## config.mk

```make
export PLATFORM = sky130hd
export DESIGN_NAME = sit_div_step
export DESIGN_NICKNAME = d
export VERILOG_FILES = /design/src/rtl/core/sit_pkg.sv /design/src/rtl/core/sit_div_step.sv
export SDC_FILE = /design/constraint.sdc
export NUM_CORES = 1
export LEC_CHECK = 0
export BUFFER_PORTS_ARGS = -buffer_cell sky130_fd_sc_hd__buf_4
export CAP_MARGIN = 20
export CORE_MARGIN = 3
export CORE_UTILIZATION = 56
export CTS_CLUSTER_SIZE = 8
export DETAILED_ROUTE_END_ITERATION = 12
export PLACE_DENSITY = 0.83
export REMOVE_ABC_BUFFERS = 1
export SETUP_SLACK_MARGIN = 0.15
export SLEW_MARGIN = 40
export SYNTH_ARGS = -nofsm -noshare
export SYNTH_HDL_FRONTEND = slang
export SYNTH_SLANG_ARGS = --single-unit
export TNS_END_PERCENT = 5
```

## constraint.sdc

```tcl
create_clock -name clock -period 9.99 [get_ports clock]
set_clock_uncertainty 0.2 [all_clocks]
set_input_delay 1.998 -clock clock [delete_from_list [all_inputs] [get_ports clock]]
set_output_delay 1.998 -clock clock [all_outputs]
set_load 0.05 [all_outputs]
```

## src/rtl/core/sit_pkg.sv

```systemverilog
package sit_pkg;

   // two lanes run side by side through the divider: x offset and y offset
   localparam int unsigned LANES  = 2;
   localparam int unsigned LANE_X = 0;
   localparam int unsigned LANE_Y = 1;

   // per transaction flags carried down the divider pipeline
   typedef struct packed {
      logic hit;
      logic neg_x;
      logic neg_y;
   } sit_flags_type;

endpackage

```

## src/rtl/core/sit_div_step.sv

```systemverilog
module sit_div_step #(
   parameter int unsigned DIG_WIDTH  = 17,
   parameter int unsigned REM_WIDTH  = 34,
   parameter int unsigned BASE_WIDTH = 16,
   parameter int unsigned STEP       = 0
) (
   input  logic                                               clock,
   input  logic                                               load,
   input  sit_pkg::sit_flags_type                             up_flags,
   input  logic [REM_WIDTH-1:0]                               up_den,
   input  logic [REM_WIDTH-1:0]                               up_na,
   input  logic [sit_pkg::LANES-1:0][DIG_WIDTH-1:0]           up_dmag,
   input  logic [sit_pkg::LANES-1:0][REM_WIDTH-1:0]           up_rem,
   input  logic [sit_pkg::LANES-1:0][DIG_WIDTH-1:0]           up_q,
   input  logic [sit_pkg::LANES-1:0][BASE_WIDTH-1:0]          up_base,
   output sit_pkg::sit_flags_type                             dn_flags,
   output logic [REM_WIDTH-1:0]                               dn_den,
   output logic [REM_WIDTH-1:0]                               dn_na,
   output logic [sit_pkg::LANES-1:0][DIG_WIDTH-1:0]           dn_dmag,
   output logic [sit_pkg::LANES-1:0][REM_WIDTH-1:0]           dn_rem,
   output logic [sit_pkg::LANES-1:0][DIG_WIDTH-1:0]           dn_q,
   output logic [sit_pkg::LANES-1:0][BASE_WIDTH-1:0]          dn_base
);
   import sit_pkg::*;

   // multiplier digit consumed by this step, msb first
   localparam int unsigned BIT_POS = DIG_WIDTH - 1 - STEP;

   logic [REM_WIDTH:0]                   two_den;
   logic [REM_WIDTH:0]                   one_den;
   logic [LANES-1:0][REM_WIDTH:0]        partial;
   logic [LANES-1:0][1:0]                digit;
   logic [LANES-1:0][REM_WIDTH-1:0]      rem_in;
   logic [LANES-1:0][DIG_WIDTH-1:0]      q_in;

   sit_flags_type                        flags_ff;
   logic [REM_WIDTH-1:0]                 den_ff;
   logic [REM_WIDTH-1:0]                 na_ff;
   logic [LANES-1:0][DIG_WIDTH-1:0]      dmag_ff;
   logic [LANES-1:0][REM_WIDTH-1:0]      rem_ff;
   logic [LANES-1:0][DIG_WIDTH-1:0]      q_ff;
   logic [LANES-1:0][BASE_WIDTH-1:0]     base_ff;

   assign two_den = {up_den, 1'b0};
   assign one_den = {1'b0, up_den};

   // long division of dmag*na by den: remainder stays below den, so the
   // shifted remainder plus na stays below three times den
   always_comb begin
      for (int l = 0; l < LANES; l++) begin
         partial[l] = {up_rem[l], 1'b0}
                    + (up_dmag[l][BIT_POS] ? {1'b0, up_na} : '0);
         priority if (partial[l] >= two_den) begin
            rem_in[l] = REM_WIDTH'(partial[l] - two_den);
            digit[l]  = 2'd2;
         end else if (partial[l] >= one_den) begin
            rem_in[l] = REM_WIDTH'(partial[l] - one_den);
            digit[l]  = 2'd1;
         end else begin
            rem_in[l] = partial[l][REM_WIDTH-1:0];
            digit[l]  = 2'd0;
         end
         q_in[l] = {up_q[l][DIG_WIDTH-2:0], 1'b0} + DIG_WIDTH'(digit[l]);
      end
   end

   always_ff @(posedge clock) begin
      if (load) begin
         flags_ff <= up_flags;
         den_ff   <= up_den;
         na_ff    <= up_na;
         dmag_ff  <= up_dmag;
         rem_ff   <= rem_in;
         q_ff     <= q_in;
         base_ff  <= up_base;
      end
   end

   assign dn_flags = flags_ff;
   assign dn_den   = den_ff;
   assign dn_na    = na_ff;
   assign dn_dmag  = dmag_ff;
   assign dn_rem   = rem_ff;
   assign dn_q     = q_ff;
   assign dn_base  = base_ff;

endmodule
```

==> results by group <==
Outcome
  • Status: completed

Logic synthesis
  • Yosys cell types: 79
  • Most common cell in the netlist: edfxtp_1
  • Top-area cell type share of the netlist area: a little over a third
  • Synth Register Bits: between 200 and 250
  • Asr flop ratio synth: 0%
  • Syn Inst Count: 2064
  • Main area contributors after synthesis: edfxtp_1, ha_1, xnor2_1, a21oi_1, mux2i_1
  • YS warnings: 0
  • Yosys top cell by area: edfxtp_1
  • Syn Std Cell Area: 19820 µm²
  • Sequential area share after synthesis: a little over a third
  • Post-synth EDFFs: ~240
  • Synth cell count leaders: edfxtp_1, ha_1, a21oi_1
  • Syn Area/Cell: 9.602 µm²
  • Post-synth top flop: edfxtp_1

Critical path
  • WP data required: 10.06 ns
  • Worst EP arrival: 8.57 ns
  • Crit path kind: primary input to flop
  • CP max-delay cell: a211oi_2
  • CP peak stage delay: approximately 0.41 ns
  • Worst Setup Start Kind: primary input
  • Worst setup EP type: flop
  • CP max FO: 35
  • CP dominant cell by count: ha_1

Final layout
  • Fillers: between 2k and 3k
  • Area delta synth->final: 25.39%
  • Nets: ~3.0k
  • Share of post-route cells with drive strength above 1: a little over a fifth
  • Final Util: between 70 and 80%

Clocking
  • CTS sink cnt: 239
  • Clock transition at path regs: 0.05 ns
  • Postcts setup bufs: 0
  • TritonCTS clock tree: yes
  • Num CTS Buffers: 36
  • Clock root buffer: clkbuf_16
  • Post_cts resized: 0
  • H-tree levels: 2
  • CTS Buffer Depth: 3
  • Hold Buf Count CTS: 0

Routing
  • Total iterations of the first detailed-routing run: 6
  • Residual DRC: 0
  • Vias: 18.70k
  • DR iter-0 viols: 1780
  • Routed WL per cell: around 23 µm
  • ANT nets after route: 0
  • Total Wirelength: just under 70000 µm
  • Avg Vias per Cell: 6.213

Floorplan
  • Row count: 68
  • Ports: 480
  • Starting Density: 57.09%
  • Die area: 37680 µm²
  • Die Width: 194.1 µm
  • Die Y: 194.1 µm
  • Core area: 34710 µm²

Global routing
  • First-pass GRT wire length: slightly above 100000 µm
  • Largest net degree at the start of global routing: 94
  • Grt total ovfl: 0
  • Vias in the first global route: roughly 18k
  • Initial antenna violation count: 10
  • GRT Util Overall: a little over a third

Timing
  • Setup TNS: 0 ns
  • RSZ-0062 raised after global routing: false
  • Slew HR: around 47%
  • Worst-Margin Slew: 0.7988 ns
  • Final Max Slew Viols: 0
  • Final period util: 85.01%
  • Min Hold Slack: 1.444 ns
  • Hold Vio Cnt, Final: 0
  • PnR worst setup slack: between 1 and 1.5 ns
  • Post-layout minimum cycle time: roughly 8.5 ns
  • Fmax: ~120 MHz
  • Final setup viols: 0

Pwr
  • Worst IR drop on VDD: 0.1775 mV
  • Pwr Density: roughly 210 nW/µm²
  • P_leak: 10.96 nW

Place
  • Pre-CTS setup slack: 1.192 ns
  • Placer Congestion: 1.016
  • Number of port buffers: between 400 and 500
  • Post-DP HPWL: 54850 µm

Flow run
  • Total of max-cap violations: 0

Worst hold path
  • Hold Crit Class: primary input to flop
## per-layer routing
layer / track usage [%] / part of all wire [%]
met1: 44.65 / 40
met2: 58.85 / 48
met3: 4.813 / 7.6
met4: 15.37 / 4.6
met5: 0 / 0
## layout by cell type, fill, tap and decap left out, drive strengths merged, types with 11 or more instances in the layout
cell / Yosys / layout
a211oi: 27 / 27
a21o: 85 / 85
a21oi: 188 / 188
a31oi: 24 / 24
and2: 72 / 72
and3: 12 / 12
buf: 14 / 487
clkbuf: 36 / 38
edfxtp: 239 / 239
ha: 208 / 208
inv: 100 / 101
mux2i: 77 / 77
nand2: 133 / 133
nand2b: 21 / 21
nand3: 59 / 59
nand4: 33 / 33
nor2: 129 / 129
nor2b: 11 / 11
nor3: 38 / 38
o211ai: 24 / 24
o21a: 34 / 34
o21ai: 123 / 123
o21bai: 33 / 33
o31a: 11 / 11
o31ai: 11 / 11
or2: 11 / 11
or3: 13 / 13
xnor2: 132 / 132
xor2: 62 / 62
## area by class of cell
type	count	area, µm²	share of cell area (%)
multi-input cells	1675	12060	48.52
flip-flops and latches	239	7177	28.88
diodes	10	25.02	0.1007
inverters	100	375.4	1.510
clock buffers	38	908.4	3.655
repair buffers	487	3701	14.89
clock inverters	5	37.54	0.1510
well taps	455	569.3	2.291
## worst paths after layout
path              cells after the start               endpoint         from
hold / removal                        1  dn_dmag[19]$_DFFE_PP_  up_dmag[19]
setup / recovery                     25     dn_q[15]$_DFFE_PP_  up_dmag[16]
## per-stage QoR
stage	instances	instance area (µm²)	power (mW)
after global placement	2954	23840	4.034
after global routing	3009	24850	5.454
after CTS	2999	24830	5.181
after detailed placement	2956	23880	4.079
after floorplan	2014	19580	3.314
final	3009	24850	5.200
## report_power, final
group,switching [mW],internal (mW),total [mW]
clock,0.430,0.639,1.07
sequential,0.0587,1.33,1.39
combinational,1.76,0.984,2.75
total,2.25,2.95,5.20
## kinds of logic (layout without fill, tap and decap cells)
logic type,Yosys count,after routing,share of synthesized area [%]
compound gates,636,636,20.68
simple gates,553,553,13.76
flops,239,239,36.21
fa+ha+maj,214,214,13.74
xor+xnor,194,194,8.573
buf+inv,150,630,3.087
mux,78,78,3.946
other cells,0,10,0
## flip-flops by register name, summed over array words and instances (netlist names)
signal / count
dn_dmag: 34
dn_rem: 68
dn_flags: 3
dn_den: 34
dn_na: 34
dn_base: 32
dn_q: 34
## critical path, delay by kind of cell
| kind | cells | cell delay (ns) |
|---|---|---|
| AOI/OAI and AO/OA | 7 | 1.83 |
| xor gates and xnor gates | 2 | 0.51 |
| and+or+nand+nor | 10 | 2.41 |
| buffers and inverters | 2 | 0.60 |
| adders and majority gates | 4 | 1.15 |
(Power assumes the default switching activity.)
